--- src/hdl/vfsp_pkg.sv ---
`timescale 1ns / 1ps
// Shared types, constants and code tables for the vertex format string parser.
// Used by every module in the hdl folder; depends on nothing else.

package vfsp_pkg;

   // Character index saturation limit, min(text length limit - 1, 1023).
   localparam int unsigned MAX_TEXT_LEN = 1024;
   localparam logic [9:0]  IDX_CAP = (MAX_TEXT_LEN - 1 > 1023) ? 10'd1023
                                                               : 10'(MAX_TEXT_LEN - 1);

   // Limit on texture and color elements, capped so that the counts fit in five bits.
   localparam int unsigned MAX_REPEAT = 16;
   localparam logic [4:0]  REPEAT_CAP = (MAX_REPEAT > 31) ? 5'd31 : 5'(MAX_REPEAT);

   localparam logic [9:0]  STRIDE_CAP = 10'd1023;

   // Output queue depth.
   localparam int unsigned QUEUE_DEPTH = 4;
   localparam int unsigned QPTR_W      = $clog2(QUEUE_DEPTH);
   localparam int unsigned QCNT_W      = $clog2(QUEUE_DEPTH + 1);

   // Characters of the format language (upper case).
   localparam logic [7:0] CH_I     = 8'h49;
   localparam logic [7:0] CH_L     = 8'h4C;
   localparam logic [7:0] CH_S     = 8'h53;
   localparam logic [7:0] CH_P     = 8'h50;
   localparam logic [7:0] CH_N     = 8'h4E;
   localparam logic [7:0] CH_T     = 8'h54;
   localparam logic [7:0] CH_C     = 8'h43;
   localparam logic [7:0] CH_HASH  = 8'h23;
   localparam logic [7:0] CH_ONE   = 8'h31;
   localparam logic [7:0] CH_FOUR  = 8'h34;
   localparam logic [7:0] CH_SPACE = 8'h20;
   localparam logic [7:0] CH_TAB   = 8'h09;
   localparam logic [7:0] CH_CR    = 8'h0D;
   localparam logic [7:0] CH_LC_A  = 8'h61;
   localparam logic [7:0] CH_LC_Z  = 8'h7A;
   localparam logic [7:0] CASE_GAP = 8'h20;

   // Element kinds.
   localparam logic [1:0] KIND_POSITION = 2'd0;
   localparam logic [1:0] KIND_NORMAL   = 2'd1;
   localparam logic [1:0] KIND_TEXTURE  = 2'd2;
   localparam logic [1:0] KIND_COLOR    = 2'd3;

   // Triangle types.
   localparam logic [1:0] PRIM_NONE  = 2'd0;
   localparam logic [1:0] PRIM_LIST  = 2'd1;
   localparam logic [1:0] PRIM_STRIP = 2'd2;

   // Status codes.
   localparam logic [4:0] ST_OK            = 5'd0;
   localparam logic [4:0] ST_EMPTY         = 5'd1;
   localparam logic [4:0] ST_UNEXPECTED_END = 5'd2;
   localparam logic [4:0] ST_STRUCTURE     = 5'd3;
   localparam logic [4:0] ST_TRI_TYPE      = 5'd4;
   localparam logic [4:0] ST_BAD_FIELD     = 5'd5;
   localparam logic [4:0] ST_POS_COUNT     = 5'd7;
   localparam logic [4:0] ST_POS_MANY      = 5'd8;
   localparam logic [4:0] ST_NRM_COUNT     = 5'd10;
   localparam logic [4:0] ST_NRM_MANY      = 5'd11;
   localparam logic [4:0] ST_COL_COUNT     = 5'd13;
   localparam logic [4:0] ST_COL_MANY      = 5'd14;
   localparam logic [4:0] ST_TEX_COUNT     = 5'd16;
   localparam logic [4:0] ST_TEX_MANY      = 5'd17;

   // Parser phases.
   typedef enum logic [2:0] {
      PH_STRUCT = 3'd0,
      PH_TYPE   = 3'd1,
      PH_FIELD  = 3'd2,
      PH_DIGIT  = 3'd3,
      PH_DONE   = 3'd4,
      PH_ERROR  = 3'd5
   } phase_type;

   // Input word: one character.
   typedef struct packed {
      logic [7:0] ch;
      logic       last;
   } req_word_type;

   // Result word: element or final record.
   typedef struct packed {
      logic [1:0] field_kind;
      logic [9:0] byte_offset;
      logic [2:0] comp_count;
      logic [4:0] status;
      logic [1:0] tri_type;
      logic [9:0] stride_bytes;
      logic [9:0] error_index;
      logic       n_position;
      logic       n_normal;
      logic [4:0] n_texture;
      logic [4:0] n_color;
      logic       is_final;
   } rsp_word_type;

   // Records produced by one character, handed from parser to queue.
   typedef struct packed {
      logic         elem_valid;
      rsp_word_type elem;
      logic         fin_valid;
      rsp_word_type fin;
   } push_type;

   // Error code for a missing or bad component digit.
   function automatic logic [4:0] count_err(input logic [1:0] kind);
      logic [4:0] code;
      case (kind)
         KIND_POSITION: code = ST_POS_COUNT;
         KIND_NORMAL:   code = ST_NRM_COUNT;
         KIND_TEXTURE:  code = ST_TEX_COUNT;
         default:       code = ST_COL_COUNT;
      endcase
      return code;
   endfunction

   // Error code for too many elements of one kind.
   function automatic logic [4:0] many_err(input logic [1:0] kind);
      logic [4:0] code;
      case (kind)
         KIND_POSITION: code = ST_POS_MANY;
         KIND_NORMAL:   code = ST_NRM_MANY;
         KIND_TEXTURE:  code = ST_TEX_MANY;
         default:       code = ST_COL_MANY;
      endcase
      return code;
   endfunction

endpackage

--- src/hdl/vertex_format_string_parser.sv ---
`timescale 1ns / 1ps
// Top level of the vertex format string parser: parser plus output queue.
// Depends on vfsp_pkg, vfsp_parser and vfsp_out_queue.

// The parser takes one character per cycle while req_stall is low and updates its
// state in the cycle the word is accepted; the records that character causes land
// in a four-entry output queue and appear on the result port from the next cycle
// on, one word per cycle while rsp_stall is low. A character that closes a field
// and is also the last of the text yields two words, element first. req_stall is
// high whenever the queue has fewer than two free entries, which keeps a steady
// stream at one character per cycle as long as the result side keeps up.

module vertex_format_string_parser (
   input  logic                   clock,
   input  logic                   reset,
   input  logic                   req_valid,
   output logic                   req_stall,
   input  vfsp_pkg::req_word_type req_word,
   output logic                   rsp_valid,
   input  logic                   rsp_stall,
   output vfsp_pkg::rsp_word_type rsp_word
);

   vfsp_pkg::push_type push;
   logic room;
   logic accept;

   // A character is taken only when both of its records are sure to fit.
   assign req_stall = !room;
   assign accept    = req_valid && room;

   vfsp_parser u_parser (
      .clock    (clock),
      .reset    (reset),
      .accept   (accept),
      .req_word (req_word),
      .push     (push)
   );

   vfsp_out_queue u_queue (
      .clock     (clock),
      .reset     (reset),
      .push      (push),
      .room      (room),
      .rsp_valid (rsp_valid),
      .rsp_stall (rsp_stall),
      .rsp_word  (rsp_word)
   );

endmodule

--- src/hdl/vfsp_parser.sv ---
`timescale 1ns / 1ps
// Parser state and per-character decode: one character per accepted word.
// Depends on vfsp_pkg for types, character codes and status codes.

module vfsp_parser (
   input  logic                  clock,
   input  logic                  reset,
   input  logic                  accept,
   input  vfsp_pkg::req_word_type req_word,
   output vfsp_pkg::push_type     push
);

   vfsp_pkg::phase_type phase_ff, phase_in;
   logic [1:0]  type_ff, type_in;
   logic [9:0]  stride_ff, stride_in;
   logic        cnt_pos_ff, cnt_pos_in;
   logic        cnt_nrm_ff, cnt_nrm_in;
   logic [4:0]  cnt_tex_ff, cnt_tex_in;
   logic [4:0]  cnt_col_ff, cnt_col_in;
   logic [1:0]  pending_kind_ff, pending_kind_in;
   logic [9:0]  token_index_ff, token_index_in;
   logic [9:0]  char_index_ff, char_index_in;
   logic [4:0]  error_code_ff, error_code_in;
   logic [9:0]  error_pos_ff, error_pos_in;

   logic [7:0]  ch;
   logic [7:0]  ch_up;
   logic        is_space;
   logic        is_digit;
   logic [2:0]  comps;
   logic [10:0] stride_sum;
   logic [9:0]  stride_sat;
   logic        at_limit;
   logic        elem_ok;
   logic [4:0]  fin_status;
   logic [9:0]  fin_eidx;

   // Character classes.
   assign ch       = req_word.ch;
   assign ch_up    = (ch >= vfsp_pkg::CH_LC_A && ch <= vfsp_pkg::CH_LC_Z)
                     ? ch - vfsp_pkg::CASE_GAP : ch;
   assign is_space = (ch == vfsp_pkg::CH_SPACE)
                     || (ch >= vfsp_pkg::CH_TAB && ch <= vfsp_pkg::CH_CR);
   assign is_digit = (ch >= vfsp_pkg::CH_ONE) && (ch <= vfsp_pkg::CH_FOUR);
   assign comps    = ch[2:0];

   // Stride update, saturating at the cap.
   assign stride_sum = {1'b0, stride_ff} + {6'd0, comps, 2'b00};
   assign stride_sat = stride_sum[10] ? vfsp_pkg::STRIDE_CAP : stride_sum[9:0];

   // Has the pending kind reached its element limit?
   always_comb begin
      case (pending_kind_ff)
         vfsp_pkg::KIND_POSITION: at_limit = cnt_pos_ff;
         vfsp_pkg::KIND_NORMAL:   at_limit = cnt_nrm_ff;
         vfsp_pkg::KIND_TEXTURE:  at_limit = (cnt_tex_ff >= vfsp_pkg::REPEAT_CAP);
         default:                 at_limit = (cnt_col_ff >= vfsp_pkg::REPEAT_CAP);
      endcase
   end

   // Next state for the current character.
   always_comb begin
      phase_in        = phase_ff;
      type_in         = type_ff;
      stride_in       = stride_ff;
      cnt_pos_in      = cnt_pos_ff;
      cnt_nrm_in      = cnt_nrm_ff;
      cnt_tex_in      = cnt_tex_ff;
      cnt_col_in      = cnt_col_ff;
      pending_kind_in = pending_kind_ff;
      token_index_in  = token_index_ff;
      error_code_in   = error_code_ff;
      error_pos_in    = error_pos_ff;
      elem_ok         = 1'b0;
      case (phase_ff)
         vfsp_pkg::PH_STRUCT: begin
            if (!is_space) begin
               if (ch_up == vfsp_pkg::CH_I) begin
                  phase_in = vfsp_pkg::PH_TYPE;
               end else begin
                  phase_in      = vfsp_pkg::PH_ERROR;
                  error_code_in = vfsp_pkg::ST_STRUCTURE;
                  error_pos_in  = char_index_ff;
               end
            end
         end
         vfsp_pkg::PH_TYPE: begin
            if (!is_space) begin
               if (ch_up == vfsp_pkg::CH_L) begin
                  type_in  = vfsp_pkg::PRIM_LIST;
                  phase_in = vfsp_pkg::PH_FIELD;
               end else if (ch_up == vfsp_pkg::CH_S) begin
                  type_in  = vfsp_pkg::PRIM_STRIP;
                  phase_in = vfsp_pkg::PH_FIELD;
               end else begin
                  phase_in      = vfsp_pkg::PH_ERROR;
                  error_code_in = vfsp_pkg::ST_TRI_TYPE;
                  error_pos_in  = char_index_ff;
               end
            end
         end
         vfsp_pkg::PH_FIELD: begin
            if (!is_space) begin
               token_index_in = char_index_ff;
               phase_in       = vfsp_pkg::PH_DIGIT;
               if (ch_up == vfsp_pkg::CH_HASH) begin
                  token_index_in = token_index_ff;
                  phase_in       = vfsp_pkg::PH_DONE;
               end else if (ch_up == vfsp_pkg::CH_P) begin
                  pending_kind_in = vfsp_pkg::KIND_POSITION;
               end else if (ch_up == vfsp_pkg::CH_N) begin
                  pending_kind_in = vfsp_pkg::KIND_NORMAL;
               end else if (ch_up == vfsp_pkg::CH_T) begin
                  pending_kind_in = vfsp_pkg::KIND_TEXTURE;
               end else if (ch_up == vfsp_pkg::CH_C) begin
                  pending_kind_in = vfsp_pkg::KIND_COLOR;
               end else begin
                  token_index_in = token_index_ff;
                  phase_in       = vfsp_pkg::PH_ERROR;
                  error_code_in  = vfsp_pkg::ST_BAD_FIELD;
                  error_pos_in   = char_index_ff;
               end
            end
         end
         vfsp_pkg::PH_DIGIT: begin
            if (!is_digit) begin
               phase_in      = vfsp_pkg::PH_ERROR;
               error_code_in = vfsp_pkg::count_err(pending_kind_ff);
               error_pos_in  = token_index_ff;
            end else if (at_limit) begin
               phase_in      = vfsp_pkg::PH_ERROR;
               error_code_in = vfsp_pkg::many_err(pending_kind_ff);
               error_pos_in  = token_index_ff;
            end else begin
               elem_ok   = 1'b1;
               phase_in  = vfsp_pkg::PH_FIELD;
               stride_in = stride_sat;
               case (pending_kind_ff)
                  vfsp_pkg::KIND_POSITION: cnt_pos_in = 1'b1;
                  vfsp_pkg::KIND_NORMAL:   cnt_nrm_in = 1'b1;
                  vfsp_pkg::KIND_TEXTURE:  cnt_tex_in = cnt_tex_ff + 5'd1;
                  default:                 cnt_col_in = cnt_col_ff + 5'd1;
               endcase
            end
         end
         default: begin
         end
      endcase
   end

   // Character index, saturating.
   assign char_index_in = (char_index_ff < vfsp_pkg::IDX_CAP) ? char_index_ff + 10'd1
                                                               : vfsp_pkg::IDX_CAP;

   // Final status from the phase this character leaves behind.
   always_comb begin
      fin_status = vfsp_pkg::ST_OK;
      fin_eidx   = 10'd0;
      case (phase_in)
         vfsp_pkg::PH_STRUCT: begin
            fin_status = vfsp_pkg::ST_EMPTY;
            fin_eidx   = char_index_in;
         end
         vfsp_pkg::PH_TYPE: begin
            fin_status = vfsp_pkg::ST_UNEXPECTED_END;
            fin_eidx   = char_index_in;
         end
         vfsp_pkg::PH_DIGIT: begin
            fin_status = vfsp_pkg::ST_UNEXPECTED_END;
            fin_eidx   = token_index_in;
         end
         vfsp_pkg::PH_ERROR: begin
            fin_status = error_code_in;
            fin_eidx   = error_pos_in;
         end
         default: begin
         end
      endcase
   end

   // Element record, then the final record; on error the final record carries
   // nothing but status and index.
   always_comb begin
      push.elem_valid        = accept && elem_ok;
      push.elem.field_kind   = pending_kind_ff;
      push.elem.byte_offset  = stride_ff;
      push.elem.comp_count   = comps;
      push.elem.status       = vfsp_pkg::ST_OK;
      push.elem.tri_type     = type_ff;
      push.elem.stride_bytes = stride_in;
      push.elem.error_index  = 10'd0;
      push.elem.n_position   = cnt_pos_in;
      push.elem.n_normal     = cnt_nrm_in;
      push.elem.n_texture    = cnt_tex_in;
      push.elem.n_color      = cnt_col_in;
      push.elem.is_final     = 1'b0;

      push.fin_valid        = accept && req_word.last;
      push.fin.field_kind   = vfsp_pkg::KIND_POSITION;
      push.fin.byte_offset  = 10'd0;
      push.fin.comp_count   = 3'd0;
      push.fin.status       = fin_status;
      push.fin.error_index  = fin_eidx;
      push.fin.is_final     = 1'b1;
      if (fin_status != vfsp_pkg::ST_OK) begin
         push.fin.tri_type     = vfsp_pkg::PRIM_NONE;
         push.fin.stride_bytes = 10'd0;
         push.fin.n_position   = 1'b0;
         push.fin.n_normal     = 1'b0;
         push.fin.n_texture    = 5'd0;
         push.fin.n_color      = 5'd0;
      end else begin
         push.fin.tri_type     = type_in;
         push.fin.stride_bytes = stride_in;
         push.fin.n_position   = cnt_pos_in;
         push.fin.n_normal     = cnt_nrm_in;
         push.fin.n_texture    = cnt_tex_in;
         push.fin.n_color      = cnt_col_in;
      end
   end

   // State registers; the last character of a text starts the parser over.
   always_ff @(posedge clock) begin
      if (reset || (accept && req_word.last)) begin
         phase_ff        <= vfsp_pkg::PH_STRUCT;
         type_ff         <= vfsp_pkg::PRIM_NONE;
         stride_ff       <= 10'd0;
         cnt_pos_ff      <= 1'b0;
         cnt_nrm_ff      <= 1'b0;
         cnt_tex_ff      <= 5'd0;
         cnt_col_ff      <= 5'd0;
         pending_kind_ff <= vfsp_pkg::KIND_POSITION;
         token_index_ff  <= 10'd0;
         char_index_ff   <= 10'd0;
         error_code_ff   <= vfsp_pkg::ST_OK;
         error_pos_ff    <= 10'd0;
      end else if (accept) begin
         phase_ff        <= phase_in;
         type_ff         <= type_in;
         stride_ff       <= stride_in;
         cnt_pos_ff      <= cnt_pos_in;
         cnt_nrm_ff      <= cnt_nrm_in;
         cnt_tex_ff      <= cnt_tex_in;
         cnt_col_ff      <= cnt_col_in;
         pending_kind_ff <= pending_kind_in;
         token_index_ff  <= token_index_in;
         char_index_ff   <= char_index_in;
         error_code_ff   <= error_code_in;
         error_pos_ff    <= error_pos_in;
      end
   end

endmodule

--- src/hdl/vfsp_out_queue.sv ---
`timescale 1ns / 1ps
// Output queue: takes up to two records a cycle, hands out one word a cycle unless rsp_stall is high.
// Depends on vfsp_pkg for the record types and queue sizing.

module vfsp_out_queue (
   input  logic                   clock,
   input  logic                   reset,
   input  vfsp_pkg::push_type     push,
   output logic                   room,
   output logic                   rsp_valid,
   input  logic                   rsp_stall,
   output vfsp_pkg::rsp_word_type rsp_word
);

   vfsp_pkg::rsp_word_type entry_ff [vfsp_pkg::QUEUE_DEPTH];
   logic [vfsp_pkg::QPTR_W-1:0] wr_ptr_ff, wr_ptr_in;
   logic [vfsp_pkg::QPTR_W-1:0] rd_ptr_ff, rd_ptr_in;
   logic [vfsp_pkg::QCNT_W-1:0] count_ff, count_in;

   vfsp_pkg::rsp_word_type first_word;
   logic [1:0] n_push;
   logic       pop;

   // Element record goes ahead of the final record.
   assign first_word = push.elem_valid ? push.elem : push.fin;
   assign n_push     = {1'b0, push.elem_valid} + {1'b0, push.fin_valid};
   assign pop        = rsp_valid && !rsp_stall;

   assign rsp_valid = (count_ff != '0);
   assign rsp_word  = entry_ff[rd_ptr_ff];
   assign room      = (count_ff <= vfsp_pkg::QCNT_W'(vfsp_pkg::QUEUE_DEPTH - 2));

   // Pointer and fill count arithmetic.
   assign wr_ptr_in = wr_ptr_ff + vfsp_pkg::QPTR_W'(n_push);
   assign rd_ptr_in = rd_ptr_ff + vfsp_pkg::QPTR_W'(pop);
   assign count_in  = count_ff + vfsp_pkg::QCNT_W'(n_push) - vfsp_pkg::QCNT_W'(pop);

   always_ff @(posedge clock) begin
      if (reset) begin
         wr_ptr_ff <= '0;
         rd_ptr_ff <= '0;
         count_ff  <= '0;
      end else begin
         wr_ptr_ff <= wr_ptr_in;
         rd_ptr_ff <= rd_ptr_in;
         count_ff  <= count_in;
      end
   end

   // Record storage.
   always_ff @(posedge clock) begin
      if (n_push != 2'd0) begin
         entry_ff[wr_ptr_ff] <= first_word;
      end
      if (push.elem_valid && push.fin_valid) begin
         entry_ff[wr_ptr_ff + vfsp_pkg::QPTR_W'(1)] <= push.fin;
      end
   end

endmodule

--- config.mk ---
export PLATFORM = sky130hd
export DESIGN_NAME = vertex_format_string_parser
export DESIGN_NICKNAME = d
export VERILOG_FILES = /design/src/hdl/vfsp_pkg.sv /design/src/hdl/vertex_format_string_parser.sv /design/src/hdl/vfsp_parser.sv /design/src/hdl/vfsp_out_queue.sv
export SDC_FILE = /design/constraint.sdc
export NUM_CORES = 1
export LEC_CHECK = 0
export BUFFER_PORTS_ARGS = -buffer_cell sky130_fd_sc_hd__buf_2
export CORE_MARGIN = 4
export CORE_UTILIZATION = 45
export DETAILED_ROUTE_END_ITERATION = 12
export GPL_TIMING_DRIVEN = 0
export MAX_ROUTING_LAYER = met4
export PLACE_DENSITY_LB_ADDON = 0.12
export SLEW_MARGIN = 40
export SYNTH_ARGS = -nofsm -noshare
export SYNTH_HDL_FRONTEND = slang
export SYNTH_SLANG_ARGS = --single-unit
--- constraint.sdc ---
create_clock -name clock -period 10.32 [get_ports clock]
set_input_delay 0.516 -clock clock [delete_from_list [all_inputs] [get_ports clock]]
set_output_delay 0.516 -clock clock [all_outputs]
set_load 0.01 [all_outputs]
# Word-level counts from Yosys, hierarchy flattened
# Memories as Yosys holds them, arrays and structs flattened. A register that Yosys moved wholly into a read port is not among the register bits.
# Cells that the tools add are included.
word_totals:
  ff_bits: 71
  mem_bits_rw: 220
  in_bits: 13
  wordCells: 174
  n_memories: 1
mem_list:
  columns: ["name", "depth", "width", "rd", "rd_clocked_by_memory_dff", "wr", "line_no", "text"]
  rows:
  - ["u_queue.entry_ff", 4, 55, 1, 1, 2, "vfsp_out_queue.sv:15", "vfsp_pkg::rsp_word_type entry_ff [vfsp_pkg::QUEUE_DEPTH];"]
classes:
  addsub: 11
  n_lt_le_gt_ge: 10
  n_eq_ne: 17
  n_mux: 95
  bitwise: 2
  n_reduce_logical: 23
op_table:
  columns: ["operator", "count"]
  rows:
  - ["10-bit 2-to-1 mux", 25]
  - ["5-bit 2-to-1 mux", 21]
  - ["8-bit by 7-bit == test with 1-bit output, second input constant", 7]
  - ["55-bit 2-to-1 mux", 1]
  - ["5-bit one-hot mux with 3 select lines", 3]
  - ["10-bit one-hot mux with 4 select lines", 1]
  - ["3-bit 2-to-1 mux", 13]
  - ["10-bit one-hot mux with 3 select lines", 1]
  - ["12-bit 2-to-1 mux", 2]
  - ["5-bit one-hot mux with 4 select lines", 1]
  - ["2-bit 2-to-1 mux", 9]
  - ["8-bit by 6-bit == test with 1-bit output, second input constant", 2]
  - ["1-bit 2-to-1 mux", 15]
  - ["3-bit one-hot mux with 4 select lines", 1]
  - ["10-bit by 5-bit adder with 11-bit output", 1]
  - ["10-bit by 1-bit adder with 10-bit output, second input constant", 1]
  - ["5-bit by 1-bit adder with 5-bit output, second input constant", 2]
  - ["5-bit >= comparator, second input constant", 2]
  - ["10-bit less-than comparator, second input constant", 1]
  - ["3-bit by 2-bit == test with 1-bit output, second input constant", 3]
  - ["8-bit by 4-bit >= comparator with 1-bit output, second input constant", 1]
  - ["8-bit by 6-bit >= comparator with 1-bit output, second input constant", 1]
  - ["8-bit by 7-bit >= comparator with 1-bit output, second input constant", 1]
  - ["8-bit by 4-bit <= comparator with 1-bit output, second input constant", 1]
  - ["other kinds (29)", 42]

# Longest topological paths before layout
logic_depth:
  ltp_word: 17
  mapped_depth: 16
  mapped_depth_nobuf: 15

# By module
# Synthesis repeated with hierarchy kept, for this count alone.
unflattened:
  cells_unflattened: 1229
  area_unflattened_um2: 16004.1
modules_own_cells:
  columns: ["module", "n_inst", "cells_each", "area_each_um2", "seq_area_each_um2"]
  rows:
  - ["vfsp_out_queue", 1, 583, 11093.1, 6746.5]
  - ["vfsp_parser", 1, 644, 4901.0, 1281.2]
  - ["vertex_format_string_parser", 1, 2, 10.0, 0.0]

# Worst setup path before layout
# Ideal clock, no wire load.
synth_timing:
  path_kind: "input to register"
  start: "input port req_word[3] (netlist bit)"
  end: "memory u_queue.entry_ff[3][18] (netlist bit) (data pin)"
  setup_time_ns: 0.143
  arrival_time_ns: 4.263
  required_time_ns: 10.177
  setup_slack_ns: 5.914
  cell_stages: 15
  n_path_buf: 2
  cell_sequence: "buf_2 > or3_1 > mux2_2 > nor2_2 > nand3_1 > nor2_1 > inv_2 > ha_1 > nand2b_1 > nand2_1 > nand2_1 > inv_1 > o21ai_1 > clkbuf_1 > nor2_1"
synth_lines:
  columns: ["item", "line_no", "text"]
  rows:
  - ["start, declared", "vertex_format_string_parser.sv:18", "input vfsp_pkg::req_word_type req_word,"]
  - ["end, declared", "vfsp_out_queue.sv:15", null]

==> metrics.csv <==
stage;metric;value;unit
drt;DRC;0;
critical_path;Worst path top cell family by delay;simple AND/OR/NAND/NOR gates;
logic_synthesis;Mapped Cells;1227;
layout;Non-Filler Instances;1756;
critical_path;crit-path max FO;22;
sta;worst-margin pin slew;865;ps
pwr;pwr dens;197;mW/mm^2
clocking;CTS Hold Bufs;0;
floorplanning;Initial Util;45.7;%
critical_path;CP Launch Point;u_parser.pending_kind_ff[0];
placed_design;DP Wirelength;28700;um
drt;DRT antenna net count;0;
logic_synthesis;ys flop type;edfxtp_1;
pwr;Psw;0.995;mW
worst_hold_path;Hold Path Class;input pin to flip-flop;
logic_synthesis;synth warn;0;
sta;Layout Skew;11.7;ps
logic_synthesis;number of enable flip-flop cells after synthesis;156;
logic_synthesis;fraction of registers with async set/reset;0;%
logic_synthesis;post-synth net total;1263;
floorplanning;die area;0.0340;sq mm
critical_path;Buf+Inv Stages, Crit Path;5;
sta;final hold vios;0;
global_routing;first-pass GRT wire length;64500;um
critical_path;Arr. time, crit path;6060;ps
drt;metal1 wirelength;19000;um
global_routing;Total Routing Usage GR;25.2;%
layout;layout cells sized above 1;17.8;%
clocking;# Post-CTS Setup Buffers;0;
placed_design;gp weighted congestion;0.914;
clocking;clock slew at reported path FFs;60;ps
critical_path;worst stage delay on the critical path;640;ps
critical_path;CP Class;flip-flop to flip-flop;
critical_path;worst r2r src;u_parser.pending_kind_ff[0];
pwr;register share of total power;40.9;%
sta;Tmin final;5650;ps
pwr;VDD IR max;0.000165;V
critical_path;cells along the critical path;inv_1 -> ha_1 -> a222oi_1 -> a21o_1 -> nand3_1 -> nor2_1 -> inv_2 -> ha_1 -> nand2b_1 -> nand2_1 -> nand2_1 -> inv_4 -> buf_12 -> o21ai_1 -> clkbuf_1 -> nor2_1;
clocking;CTS Buf Count;31;
logic_synthesis;Syn Area/Cell;11.4;sq um
placed_design;PortBufs;69;
clocking;CTS tree;built;
sta;unrepaired setup endpoints after global routing;false;
drt;highest metal used;met4;
layout;nets;1373;
drt;met3 WL;2500;um
clocking;clk_lat worst skew;560;ps
layout;Inserted Diodes;0;
pwr;combinational share of power;25.3;%
global_routing;largest net degree at the start of global routing;35;
sta;Slew Viols, Final;0;
placed_design;Placed Instances;1697;
floorplanning;Die W;185;um
clocking;CTS root buffer;clkbuf_16;
floorplanning;core region area;0.0307;sq mm
sta;fmax;177;MHz
job;total of max-cap violations;0;
sta;fin crit share;54.7;%
drt;DR WL/cell;23.8;um
floorplanning;# IOs;70;
logic_synthesis;post-synth cell types;74;
logic_synthesis;Seq/Total Area, Yosys;52.7;%
sta;Setup Viol. Count Final;0;
critical_path;Critical Path Source Type;flip-flop;
pwr;Clock power frac;33.8;%
layout;Layout area overhead;13.8;%
drt;Via Count;10779;
logic_synthesis;Synth Cell Area;0.0140;sq mm
drt;final WL;41800;um
pwr;cell-internal power;2.15;mW
pwr;static leakage power;5.27;nW
clocking;Clock Path Buffers;3;
global_routing;vias in the first global route;10482;
drt;Vias/cell;6.14;
critical_path;slowest CP cell;nor2_1;
sta;slew margin rel.;42.3;%
clocking;CTS Sinks;291;
drt;First-pass DRT Iterations;5;
floorplanning;die height;185;um
critical_path;worst path required time;10730;ps
status;status;completed;
critical_path;Setup crit end kind;flip-flop;
clocking;post-CTS resize count;0;
drt;met2 routed WL;19500;um
floorplanning;row cnt;64;
clocking;# H-tree levels;1;
pwr;switching portion of total power;31.7;%
sta;Total Negative Setup Slacks;0;ps
worst_hold_path;min-delay src;reset;
global_routing;initial antenna violation count;0;
global_routing;total gr overflow;0;
drt;Initial DRC Count;1087;
logic_synthesis;synthesized flop and latch total;291;
state kept, by name (all words and copies together) (netlist names):
| register | cells |
|---|---|
| u_queue.wr_ptr_ff | 2 |
| u_parser.cnt_nrm_ff | 1 |
| u_queue.entry_ff | 220 |
| u_queue.count_ff | 3 |
| u_parser.cnt_tex_ff | 5 |
| u_parser.error_code_ff | 5 |
| u_parser.pending_kind_ff | 2 |
| u_parser.type_ff | 2 |
| u_parser.stride_ff | 10 |
| u_parser.char_index_ff | 10 |
| u_parser.phase_ff | 3 |
| u_queue.rd_ptr_ff | 2 |
| u_parser.error_pos_ff | 10 |
| u_parser.token_index_ff | 10 |
| u_parser.cnt_pos_ff | 1 |
| u_parser.cnt_col_ff | 5 |
stage by stage:
step	util [%]	hold slack [ps]	power [mW]	setup slack, ps	area (sq um)
2_1_floorplan	-	417	1.82	5910	14000
4_1_cts	52.0	227	3.16	4650	15900
6_report	52.0	238	3.14	4670	16000
5_1_grt	52.0	249	3.27	4380	16000
3_5_place_dp	48.9	437	2.11	4680	15000
3_3_place_gp	48.5	434	2.10	3450	14900
path summary, 6_finish.rpt:
kind / end / slack [ps] / depth (start not counted)
hold / removal: u_queue.count_ff[1] / 240 / 2
setup reg to reg: u_queue.entry_ff[3][22] / 4670 / 16
setup / recovery: u_queue.entry_ff[3][22] / 4670 / 16
hold reg to reg: u_queue.entry_ff[2][0] / 450 / 2
area by class of cell:
cell class | count | area, sq um
Clock inverter | 9 | 71.3
Clock buffer | 47 | 877
Fill cell | 2753 | 14700
Sequential cell | 291 | 7390
Multi-Input combinational cell | 794 | 6060
Buffer | 109 | 484
Tap cell | 396 | 495
Inverter | 33 | 134
Timing Repair Buffer | 77 | 445
power by group through the flow:
stage | sequential, mW | combinational (mW) | clock (mW)
detailed placement | 1.31 | 0.799 | 0
global route | 1.29 | 0.857 | 1.12
CTS | 1.29 | 0.802 | 1.07
global placement | 1.31 | 0.785 | 0
finish | 1.29 | 0.797 | 1.06
floorplan | 1.30 | 0.516 | 0
routing by layer:
metal	vias up	track usage, %
met4	0	6.00
met5	-	-
li1	4927	-
met3	60	2.62
met1	5421	36.3
met2	371	38.9
cell usage in the layout, fill, tap and decap left out, types with 27 or more instances in the layout:
master	Yosys	routed
a21oi_1	53	52
mux4_2	55	55
a22o_1	61	61
clkbuf_1	73	81
nor2_1	144	144
edfxtp_1	156	156
clkbuf_16	0	31
inv_1	31	27
dfxtp_1	135	135
nand2_1	70	70
buf_2	12	87
a211oi_1	107	106
logic make-up (layout without fill, tap and decap cells):
kind of cell	Yosys count	count (layout)	share of synthesized area, %
flip-flops	291	291	52.7
AND/OR/NAND/NOR	343	343	11.5
buffers and inverters	142	275	4.26
AO/OA/AOI/OAI	341	341	18.5
multiplexers	68	68	9.77
XOR/XNOR	18	18	1.12
adder cells (fa/ha/maj)	24	24	2.24
cells in the mapped netlist (8+ instances only):
library cell | count | area share, %
buf_2 | 12 | 0.43
a221o_1 | 9 | 0.64
mux2i_1 | 12 | 0.86
a21oi_1 | 53 | 1.9
a31oi_1 | 8 | 0.36
nand2b_1 | 9 | 0.40
a21o_1 | 11 | 0.59
a211oi_2 | 9 | 0.80
a22o_1 | 61 | 3.8
clkbuf_1 | 73 | 2.0
and3_1 | 9 | 0.40
and2_1 | 14 | 0.62
nand4_1 | 10 | 0.45
o21ai_0 | 22 | 0.79
inv_1 | 31 | 0.83
ha_1 | 21 | 1.9
nand2_1 | 70 | 1.9
mux4_2 | 55 | 8.8
nor3_1 | 28 | 1.0
nand3_1 | 21 | 0.75
buf_1 | 16 | 0.43
dfxtp_1 | 135 | 19
xnor2_1 | 11 | 0.69
edfxtp_1 | 156 | 33
nor2_1 | 144 | 3.9
nor2b_1 | 9 | 0.40
a211oi_1 | 107 | 5.7
No activity file was read; power rests on OpenSTA's default activity.
